[src/rtl/utd_pkg.sv]
package utd_pkg;

  // Status codes of a result word
  localparam logic [1:0] ST_OK        = 2'd0;
  localparam logic [1:0] ST_ILLEGAL   = 2'd1;
  localparam logic [1:0] ST_EXHAUSTED = 2'd2;

  localparam int unsigned CP_W  = 21;
  localparam int unsigned CNT_W = 32;

  typedef struct packed {
    logic [7:0] data_byte;
    logic       stream_end;
  } in_word_t;

  typedef struct packed {
    logic [CP_W-1:0]  code_point;
    logic [1:0]       status;
    logic [CNT_W-1:0] char_count;
    logic [CNT_W-1:0] bytes_consumed;
    logic             final_result;
  } out_word_t;

  // Number of continuation bytes announced by a lead byte
  function automatic logic [2:0] trail_count(input logic [7:0] b);
    logic [2:0] n;
    if (b < 8'hC0)      n = 3'd0;
    else if (b < 8'hE0) n = 3'd1;
    else if (b < 8'hF0) n = 3'd2;
    else if (b < 8'hF8) n = 3'd3;
    else if (b < 8'hFC) n = 3'd4;
    else                n = 3'd5;
    return n;
  endfunction

  // Payload bits kept from a lead byte
  function automatic logic [7:0] lead_mask(input logic [2:0] n);
    logic [7:0] m;
    if (n == 3'd0) m = 8'h7F;
    else           m = 8'h3F >> n;
    return m;
  endfunction

  // Leads that can never start a well-formed sequence
  function automatic logic lead_bad(input logic [7:0] b);
    return ((b >= 8'h80) && (b < 8'hC2)) || (b > 8'hF4);
  endfunction

  function automatic logic cont_ok(input logic [7:0] b);
    return (b >= 8'h80) && (b <= 8'hBF);
  endfunction

  // Restricted second-byte ranges after E0, ED, F0 and F4
  function automatic logic second_ok(input logic [7:0] lead, input logic [7:0] b);
    logic ok;
    case (lead)
      8'hE0: begin
        ok = (b >= 8'hA0) && (b <= 8'hBF);
      end
      8'hED: begin
        ok = (b >= 8'h80) && (b <= 8'h9F);
      end
      8'hF0: begin
        ok = (b >= 8'h90) && (b <= 8'hBF);
      end
      8'hF4: begin
        ok = (b >= 8'h80) && (b <= 8'h8F);
      end
      default: begin
        ok = cont_ok(b);
      end
    endcase
    return ok;
  endfunction

  function automatic logic [CNT_W-1:0] sat_add(input logic [CNT_W-1:0] a,
                                               input logic [2:0] k);
    logic [CNT_W:0] sum;
    sum = {1'b0, a} + (CNT_W+1)'(k);
    return sum[CNT_W] ? {CNT_W{1'b1}} : sum[CNT_W-1:0];
  endfunction

endpackage

[src/rtl/utd_core.sv]
module utd_core
  import utd_pkg::*;
(
  input  logic      clk,
  input  logic      rst_n,
  input  logic      go,
  input  in_word_t  word,
  output logic      res_valid,
  output out_word_t res_word
);

  logic [7:0]       lead_r,   lead_nxt;
  logic [CP_W-1:0]  acc_r,    acc_nxt;
  logic [2:0]       needed_r, needed_nxt;
  logic [2:0]       seen_r,   seen_nxt;
  logic             bad_r,    bad_nxt;
  logic             halted_r, halted_nxt;
  logic [CNT_W-1:0] chars_r,  chars_nxt;
  logic [CNT_W-1:0] bytes_r,  bytes_nxt;

  logic [2:0] n;
  logic [7:0] b;
  logic       fin;

  assign b   = word.data_byte;
  assign fin = word.stream_end;
  assign n   = trail_count(b);

  always_comb begin
    lead_nxt   = lead_r;
    acc_nxt    = acc_r;
    needed_nxt = needed_r;
    seen_nxt   = seen_r;
    bad_nxt    = bad_r;
    halted_nxt = halted_r;
    chars_nxt  = chars_r;
    bytes_nxt  = bytes_r;
    res_valid  = 1'b0;
    res_word   = '0;

    if (go) begin
      if (halted_r) begin
        // drop bytes until the end mark, then start clean
        if (fin) begin
          lead_nxt   = '0;
          acc_nxt    = '0;
          needed_nxt = '0;
          seen_nxt   = '0;
          bad_nxt    = 1'b0;
          halted_nxt = 1'b0;
          chars_nxt  = '0;
          bytes_nxt  = '0;
        end
      end else begin
        if (needed_r == 3'd0) begin
          lead_nxt   = b;
          needed_nxt = n;
          seen_nxt   = 3'd0;
          bad_nxt    = lead_bad(b);
          acc_nxt    = {{(CP_W-8){1'b0}}, b & lead_mask(n)};
        end else begin
          seen_nxt = seen_r + 3'd1;
          if (seen_nxt == 3'd1) begin
            if (!second_ok(lead_r, b)) bad_nxt = 1'b1;
          end else if (!cont_ok(b)) begin
            bad_nxt = 1'b1;
          end
          acc_nxt = {acc_r[CP_W-7:0], b[5:0]};
        end

        if (seen_nxt == needed_nxt) begin
          res_valid = 1'b1;
          if (bad_nxt) begin
            res_word.status         = ST_ILLEGAL;
            res_word.char_count     = chars_r;
            res_word.bytes_consumed = bytes_r;
            res_word.final_result   = 1'b1;
            halted_nxt              = !fin;
          end else begin
            chars_nxt               = sat_add(chars_r, 3'd1);
            bytes_nxt               = sat_add(bytes_r, needed_nxt + 3'd1);
            res_word.code_point     = acc_nxt;
            res_word.status         = ST_OK;
            res_word.char_count     = chars_nxt;
            res_word.bytes_consumed = bytes_nxt;
            res_word.final_result   = fin;
          end
          needed_nxt = 3'd0;
          seen_nxt   = 3'd0;
          if (fin) begin
            lead_nxt   = '0;
            acc_nxt    = '0;
            bad_nxt    = 1'b0;
            halted_nxt = 1'b0;
            chars_nxt  = '0;
            bytes_nxt  = '0;
          end
        end else if (fin) begin
          // stream ended inside a sequence
          res_valid               = 1'b1;
          res_word.status         = ST_EXHAUSTED;
          res_word.char_count     = chars_r;
          res_word.bytes_consumed = bytes_r;
          res_word.final_result   = 1'b1;
          lead_nxt   = '0;
          acc_nxt    = '0;
          needed_nxt = '0;
          seen_nxt   = '0;
          bad_nxt    = 1'b0;
          halted_nxt = 1'b0;
          chars_nxt  = '0;
          bytes_nxt  = '0;
        end
      end
    end
  end

  always_ff @(posedge clk) begin
    if (!rst_n) begin
      lead_r   <= '0;
      acc_r    <= '0;
      needed_r <= '0;
      seen_r   <= '0;
      bad_r    <= 1'b0;
      halted_r <= 1'b0;
      chars_r  <= '0;
      bytes_r  <= '0;
    end else begin
      lead_r   <= lead_nxt;
      acc_r    <= acc_nxt;
      needed_r <= needed_nxt;
      seen_r   <= seen_nxt;
      bad_r    <= bad_nxt;
      halted_r <= halted_nxt;
      chars_r  <= chars_nxt;
      bytes_r  <= bytes_nxt;
    end
  end

endmodule

[src/rtl/utd_out_buf.sv]
module utd_out_buf
  import utd_pkg::*;
(
  input  logic      clk,
  input  logic      rst_n,
  input  logic      push,
  input  out_word_t push_word,
  output logic      full,
  output logic      out_valid,
  input  logic      out_stall,
  output out_word_t out_word
);

  logic [1:0] cnt_r, cnt_nxt;
  out_word_t  head_r, head_nxt;
  out_word_t  tail_r, tail_nxt;
  logic       pop;

  assign out_valid = (cnt_r != 2'd0);
  assign out_word  = head_r;
  assign full      = (cnt_r == 2'd2);
  assign pop       = out_valid && !out_stall;

  always_comb begin
    cnt_nxt  = cnt_r;
    head_nxt = head_r;
    tail_nxt = tail_r;
    if (push && pop) begin
      if (cnt_r == 2'd1) begin
        head_nxt = push_word;
      end else begin
        head_nxt = tail_r;
        tail_nxt = push_word;
      end
    end else if (push) begin
      if (cnt_r == 2'd0) head_nxt = push_word;
      else               tail_nxt = push_word;
      cnt_nxt = cnt_r + 2'd1;
    end else if (pop) begin
      head_nxt = tail_r;
      cnt_nxt  = cnt_r - 2'd1;
    end
  end

  always_ff @(posedge clk) begin
    if (!rst_n) begin
      cnt_r <= 2'd0;
    end else begin
      cnt_r <= cnt_nxt;
    end
    head_r <= head_nxt;
    tail_r <= tail_nxt;
  end

endmodule

[src/rtl/utd_top_unused_guard.sv]
module utd_top_unused_guard
  import utd_pkg::*;
(
  input  logic     clk,
  input  logic     rst_n,
  input  in_word_t in_word,
  input  logic     take,
  input  logic     advance,
  output logic     s1_valid,
  output in_word_t s1_word
);

  // Input register: load a word on accept, drain it when the core advances
  logic     valid_r, valid_nxt;
  in_word_t word_r,  word_nxt;

  always_comb begin
    valid_nxt = valid_r;
    word_nxt  = word_r;
    if (take) begin
      valid_nxt = 1'b1;
      word_nxt  = in_word;
    end else if (advance) begin
      valid_nxt = 1'b0;
    end
  end

  assign s1_valid = valid_r;
  assign s1_word  = word_r;

  always_ff @(posedge clk) begin
    if (!rst_n) begin
      valid_r <= 1'b0;
    end else begin
      valid_r <= valid_nxt;
    end
    word_r <= word_nxt;
  end

endmodule

[src/rtl/utf8_to_utf32_decoder_top.sv]
// The input register holds a word, then the result buffer holds its result.
// Throughput: one byte per cycle while out_stall stays low; the per-byte
// decode step between the input register and the result buffer sets this.
// Reset (rst_n low, synchronous) clears the decode state, both counters and
// the valid flags of the input register and the two-entry result buffer.
module utf8_to_utf32_decoder_top
  import utd_pkg::*;
(
  input  logic      clk,
  input  logic      rst_n,
  input  logic      in_valid,
  output logic      in_stall,
  input  in_word_t  in_word,
  output logic      out_valid,
  input  logic      out_stall,
  output out_word_t out_word
);

  logic      s1_valid;
  in_word_t  s1_word;
  logic      buf_full;
  logic      advance;
  logic      take;
  logic      res_valid;
  out_word_t res_word;

  // Decode the held byte whenever the result buffer has a free entry.
  // The buffer fill alone decides this, so in_stall comes from registers
  // and never from out_stall directly.
  assign advance  = s1_valid && !buf_full;
  assign in_stall = s1_valid && buf_full;
  assign take     = in_valid && !in_stall;

  utd_top_unused_guard u_in_reg (
    .clk      (clk),
    .rst_n    (rst_n),
    .in_word  (in_word),
    .take     (take),
    .advance  (advance),
    .s1_valid (s1_valid),
    .s1_word  (s1_word)
  );

  // One decode step per byte: lead/continuation check, accumulate, count
  utd_core u_core (
    .clk       (clk),
    .rst_n     (rst_n),
    .go        (advance),
    .word      (s1_word),
    .res_valid (res_valid),
    .res_word  (res_word)
  );

  // Result register with a skid entry: hold a word while the sink stalls
  utd_out_buf u_out (
    .clk       (clk),
    .rst_n     (rst_n),
    .push      (res_valid),
    .push_word (res_word),
    .full      (buf_full),
    .out_valid (out_valid),
    .out_stall (out_stall),
    .out_word  (out_word)
  );

endmodule

[config.mk]
export PLATFORM = sky130hd
export DESIGN_NAME = utf8_to_utf32_decoder_top
export DESIGN_NICKNAME = d
export VERILOG_FILES = /design/src/rtl/utd_pkg.sv /design/src/rtl/utd_core.sv /design/src/rtl/utd_out_buf.sv /design/src/rtl/utd_top_unused_guard.sv /design/src/rtl/utf8_to_utf32_decoder_top.sv
export SDC_FILE = /design/constraint.sdc
export NUM_CORES = 1
export LEC_CHECK = 0
export BUFFER_PORTS_ARGS = -buffer_cell sky130_fd_sc_hd__buf_2
export CAP_MARGIN = 40
export CORE_MARGIN = 2
export CORE_UTILIZATION = 60
export DETAILED_ROUTE_END_ITERATION = 6
export GPL_TIMING_DRIVEN = 0
export PLACE_DENSITY = 0.81
export RECOVER_POWER = 100
export SLEW_MARGIN = 10
export SYNTH_ARGS = -nofsm -noshare
export SYNTH_HDL_FRONTEND = slang
export SYNTH_SLANG_ARGS = --single-unit
[constraint.sdc]
create_clock -name clk -period 28.6 [get_ports clk]
set_input_delay 5.72 -clock clk [delete_from_list [all_inputs] [get_ports clk]]
set_output_delay 5.72 -clock clk [all_outputs]
set_load 0.02 [all_outputs]
* Word level (Yosys, flattened, before mapping)
Index checks and enable logic that the tools add are counted.
** Cells by class
- $add $sub $neg :: 6
- Magnitude comparators :: 13
- Eq/ne operators :: 13
- Shifts and indexed selects :: 1
- Multiplexer cells :: 85
- Bitwise gates (word level) :: 2
- Reductions and logical operators :: 31
** Operators by type and width (count)
- two-way mux 88 bit :: 11
- two-way mux 32 bit :: 12
- two-way mux 67 bit :: 2
- two-way mux 66 bit :: 1
- two-way mux 8 bit :: 8
- two-way mux 21 bit :: 3
- two-way mux 3 bit :: 17
- less-than comparator 8 bit (second input constant) :: 6
- two-way mux 15 bit :: 3
- adder 32 x 1 -> 33 bit (second input constant) :: 1
- adder 32 x 3 -> 33 bit :: 1
- == test 8 bit (second input constant) :: 4
- two-way mux 1 bit :: 25
- >= comparator 8 bit (second input constant) :: 3
- <= comparator 8 bit (second input constant) :: 3
- logical AND 1 bit :: 11
- nonzero test 2 bit :: 5
- bitwise AND 8 bit :: 1
- > comparator 8 bit (second input constant) :: 1
- AND reduction 2 bit :: 4
- >> shifter 6 x 3 -> 8 bit (first input constant) :: 1
- adder 3 x 1 -> 3 bit (second input constant) :: 2
- zero test 3 bit :: 2
- AND reduction 3 bit :: 2
- other kinds (17) :: 22
** Word-level totals
- Register bits after elaboration :: 283
- Input port bits :: 13
- Output and inout bits :: 90
- Logic and storage cells :: 173

* Depth between registers and ports, before layout
- Depth in word-level cells :: 20
- Depth in mapped cells :: 17

* Modules after synthesis
A second synthesis with hierarchy kept.
** Second synthesis, totals
- Cells, all modules :: 1217
- Area, all modules :: 13803.2 sq um
** By module, submodules not included
- utd_core :: times used 1, cells an instance 908, area an instance 6945.4 sq um, sequential area each 1901.8 sq um
- utd_out_buf :: times used 1, cells an instance 294, area an instance 6522.5 sq um, sequential area each 5325.1 sq um
- utd_top_unused_guard :: times used 1, cells an instance 12, area an instance 311.5 sq um, sequential area each 290.3 sq um
- utf8_to_utf32_decoder_top :: times used 1, cells an instance 3, area an instance 23.8 sq um, sequential area each 0.0 sq um

* Least setup slack after synthesis
Ideal clock, no wire load.
- Path type :: in2reg
- From :: input out_stall
- To :: register u_out.tail_r[0] (netlist name) (enable)
- Setup time :: 0.665 ns
- Data arrival time :: 12.708 ns
- Data required time :: 27.935 ns
- Path slack :: 15.227 ns
- Stages on the path :: 4
- Path through :: nor2_1 > ha_1 > inv_1 > a211oi_1
** On the way
- Word-level cells in the longest chain between the ends :: 5
- Elaborated cells on any way between the ends :: 7
- Those cells by class :: 2 x eq/ne; 5 x reduce/logical
** RTL lines
- from (decl) :: line utf8_to_utf32_decoder_top.sv:15 : input logic out_stall,
- zero test 1 bit (*) :: line utd_out_buf.sv:22 : assign pop = out_valid && !out_stall;
- logical AND 1 bit (*) :: line utd_out_buf.sv:22
- logical AND 1 bit (*) :: line utd_out_buf.sv:28 : if (push && pop) begin
- != test 2 bit (no line), or another cell as far along
- AND reduction 3 bit (no line) (*)
- to (signal assigned) :: line utd_out_buf.sv:52 : tail_r <= tail_nxt;
- to (decl) :: line utd_out_buf.sv:16 : out_word_t tail_r, tail_nxt;
Every way passes the cells marked *; elsewhere a longest branch is shown, timed or not.
A chain may end at the register's enable or synchronous reset.

* Final worst setup path
- From :: input out_stall
- To :: register u_out.tail_r[35] (netlist name) (enable)
Same word-level chain as after synthesis.

==> flow_metrics.py <==
metrics = {
    "cells_and_area": {
        "layout-drive-gt1-share_pct": 11.0,
        "area_growth_pct": 11.9,
        "diodes": 0,
        "layout_commonest_cell": "edfxtp_1",
        "mostFrequentLayoutCells": "edfxtp_1, clkbuf_1, dfxtp_1",
        "nFillCells": 1743,
        "fin_nets": 1400,
    },
    "worst_setup_path": {
        "critPathMaxStageDelay_ns": 0.79,
        "ff2ff_setup_slack_ns": 21.33,
        "worstSetupPathType": "input pin to flip-flop",
        "cpMostUsedCell": "clkbuf_1",
        "reg2reg_depth": 15,
        "r2r-start": "u_core.needed_r[0]",
        "cp-end-kind": "flip-flop",
        "cpMaxStageDelayCell": "clkbuf_1",
        "cp-start-kind": "input pin",
        "crit_path_max_fanout": 18,
        "cp.required_ns": 28.76,
        "setup.worst_path.start": "out_stall",
        "endpoint": "u_out.tail_r[35]",
        "cp_cell_sequence": "buf_2 -> nor2_1 -> ha_1 -> inv_1 -> a211oi_1 -> clkbuf_1 -> clkbuf_1 -> clkbuf_1 -> clkbuf_1",
        "rr_endpoint": "u_out.tail_r[35]",
        "crit_arrival_ns": 9.97,
    },
    "synthesis": {
        "ys_types": 80,
        "synth_top_family_by_area": "compound AO/OA/AOI/OAI gates",
        "syn_inst": 1235,
        "synthXorXnorAreaFrac_pct": 0.192,
        "synth_fa_ha_area_share_pct": 1.15,
        "synth_area_leaders": "edfxtp_1, dfxtp_1, mux2_2",
        "syn_area_per_cell_sq_um": 11.1,
        "async_flop_share_pct": 0,
        "ys_ff_latch": 283,
        "yosysSeqAreaShare_pct": 54.9,
        "yosys.area.top_type": "edfxtp_1",
        "syn_nets": 1260,
        "syn_area_sq_um": 13700,
        "synth_warnings": 0,
        "synth-main-ff-cell": "edfxtp_1",
        "synthMuxAreaShare_pct": 5.65,
        "synth_edf_count": 185,
        "yosys.area_share.simple_pct": 14.3,
        "synth_top_area_share_pct": 40.6,
        "synth_compound_area_share_pct": 20.1,
    },
    "power_and_ir_drop": {
        "leakage_nw": 5.20,
        "netSwitchingFraction_pct": 32.0,
        "comb_power_share_pct": 23.0,
        "p_seq_share_pct": 45.4,
        "peakVddDrop_uv": 54.9,
        "clockPowerShare_pct": 31.6,
        "internal_power_uw": 822,
        "switchingPower_uw": 387,
        "p_per_area_nw_per_um2": 78.9,
    },
    "cts": {
        "path_clk_slew_ns": 0.06,
        "cts.htree.levels": 1,
        "cts_resized": 0,
        "cts_setup_buffers": 0,
        "root_buffer": "clkbuf_16",
        "cts_hold_buf": 0,
        "cts_buffers": 28,
        "clk_path_buf_depth": 3,
        "cts_tree": "yes",
        "clock-sinks": 283,
        "clock_latency_ns": 0.54,
    },
    "timing": {
        "fin_hold_ws_ns": 0.466,
        "fmax_ghz": 0.102,
        "setup_tns_ns": 0,
        "hold_viol_final": 0,
        "tightest_slew_ns": 2.92,
        "finalMaxSlewViolations": 67,
        "slew_headroom_pct": -94.5,
        "finalSetupViolations": 0,
        "rsz0062_at_grt": "no",
        "post-route-period-util_pct": 34.3,
        "fin_skew_ns": 0.0118,
        "period_minus_slack_ns": 9.81,
    },
    "floorplan": {
        "core_area_sq_um": 22500,
        "rows": 55,
        "die-width_um": 155,
        "fp.dieH_um": 155,
        "dieArea_sq_um": 24000,
        "start_util_pct": 60.8,
        "ios": 103,
    },
    "place": {
        "dp_hpwl_um": 27000,
        "gp_congestion": 1.00,
        "port_buffers": 101,
    },
    "routing": {
        "vias": 11300,
        "drt_iter0_markers": 1593,
        "vias_per_cell": 6.73,
        "postRouteAntennaNets": 0,
        "route.detailed.drc": 0,
        "wl_per_cell_um": 23.1,
        "firstDrtPassIters": 6,
        "wirelength_um": 38800,
    },
    "global_route": {
        "gr-total-overflow": 0,
        "grt_antenna_before_repair": 0,
        "grt_pass1_vias": 10500,
        "grt_first_pass_wirelength_um": 59400,
        "grt_max_degree": 55,
        "grt_util_all_layers_pct": 31.6,
    },
    "worst_hold_path": {
        "hold_path_class": "flip-flop to flip-flop",
    },
    "run_status": {
        "violations": "capacitance limit, slew limit",
        "status": "finished, violations left",
    },
    "run": {
        "maxCapViolations": 3,
    },
}
-- power groups by stage --
stage / Sequential [mW] / Clock, mW / Combinational (mW)
3_3_place_gp: 0.561 / 0 / 0.280
6_report: 0.549 / 0.382 / 0.278
2_1_floorplan: 0.617 / 0 / 0.128
4_1_cts: 0.544 / 0.385 / 0.300
3_5_place_dp: 0.552 / 0 / 0.298
5_1_grt: 0.555 / 0.399 / 0.295
-- critical path, delay by kind of cell --
family                     cells  cell delay [ns]
AOI/OAI and AO/OA              1             0.76
adders and majority gates      1             0.35
buffers and inverters          6             2.98
and+or+nand+nor                1             0.14
-- worst min-delay path by stage --
stage                          start               end  slack, ns  depth (start not counted)
finish              u_core.lead_r[7]  u_core.lead_r[7]       0.47                          2
global route        u_core.lead_r[1]  u_core.lead_r[1]       0.47                          2
CTS                 u_core.lead_r[1]  u_core.lead_r[1]       0.46                          2
detailed placement  u_core.lead_r[1]  u_core.lead_r[1]       0.45                          2
floorplan           u_core.lead_r[1]  u_core.lead_r[1]       0.43                          2
global placement    u_core.lead_r[1]  u_core.lead_r[1]       0.44                          2
-- cells in the mapped netlist, types with 14 or more instances --
cell         n
a21o_1      22
a21oi_1     52
a22o_1      51
a22oi_1     14
a31oi_1     19
a32o_1      23
and2_1      22
and3_1      33
and4_1      15
buf_2       38
clkbuf_1    45
dfxtp_1     98
edfxtp_1   185
inv_1       26
mux2_2      60
nand2_1     67
nand3_1     65
nand4_1     16
nor2_1      72
nor3_1      18
o21ai_0     86
o22ai_1     14
o2bb2ai_1   19
o31ai_1     27
-- cell families after synthesis --
logic type | after synthesis
AO/OA/AOI/OAI | 392
adder cells (fa/ha/maj) | 12
flip-flops | 283
XOR/XNOR | 3
multiplexers | 69
buffers and inverters | 117
AND/OR/NAND/NOR | 359
-- registers in the layout, indices dropped and copies added (netlist names) --
name,count
u_core.bytes_r,32
u_core.needed_r,3
u_out.cnt_r,2
u_core.chars_r,32
u_in_reg.s1_word,9
u_core.bad_r,1
u_core.seen_r,3
u_core.lead_r,8
u_in_reg.s1_valid,1
u_core.acc_r,15
u_out.tail_r,88
u_core.halted_r,1
u_out.out_word,88
-- per-layer routing --
layer | wire (um) | global-route usage (%) | vias to the layer above
met1 | 16000 | 44.4 | 5409
met2 | 17200 | 48.8 | 702
met3 | 4340 | 7.63 | 117
met4 | 1360 | 10.1 | 0
met5 | 0 | 0 | -
li1 | - | - | 5091
-- metrics by stage --
| stage | cells | area, sq um | setup slack [ns] | util, % | power (mW) |
|---|---|---|---|---|---|
| 2_1_floorplan | 1235 | 13700 | 15.23 | - | 0.746 |
| 6_report | 1682 | 15300 | 18.79 | 68.1 | 1.21 |
| 4_1_cts | 1682 | 15700 | 20.86 | 69.6 | 1.23 |
| 5_1_grt | 1682 | 15300 | 18.53 | 68.1 | 1.25 |
| 3_3_place_gp | 1621 | 14600 | 12.04 | 64.7 | 0.841 |
| 3_5_place_dp | 1630 | 14700 | 20.33 | 65.3 | 0.850 |
-- layout make-up --
| cell class | instances | area [sq um] | area share [%] |
|---|---|---|---|
| tap | 285 | 357 | 2.33 |
| multi-input combinational | 835 | 5590 | 36.5 |
| clock inverter | 17 | 203 | 1.32 |
| buffer | 89 | 372 | 2.43 |
| inverter | 28 | 105 | 0.686 |
| clock buffer | 35 | 748 | 4.88 |
| sequential | 283 | 7520 | 49.1 |
| timing repair buffer | 110 | 435 | 2.84 |
Note: power is estimated with default switching activity, not from simulation.
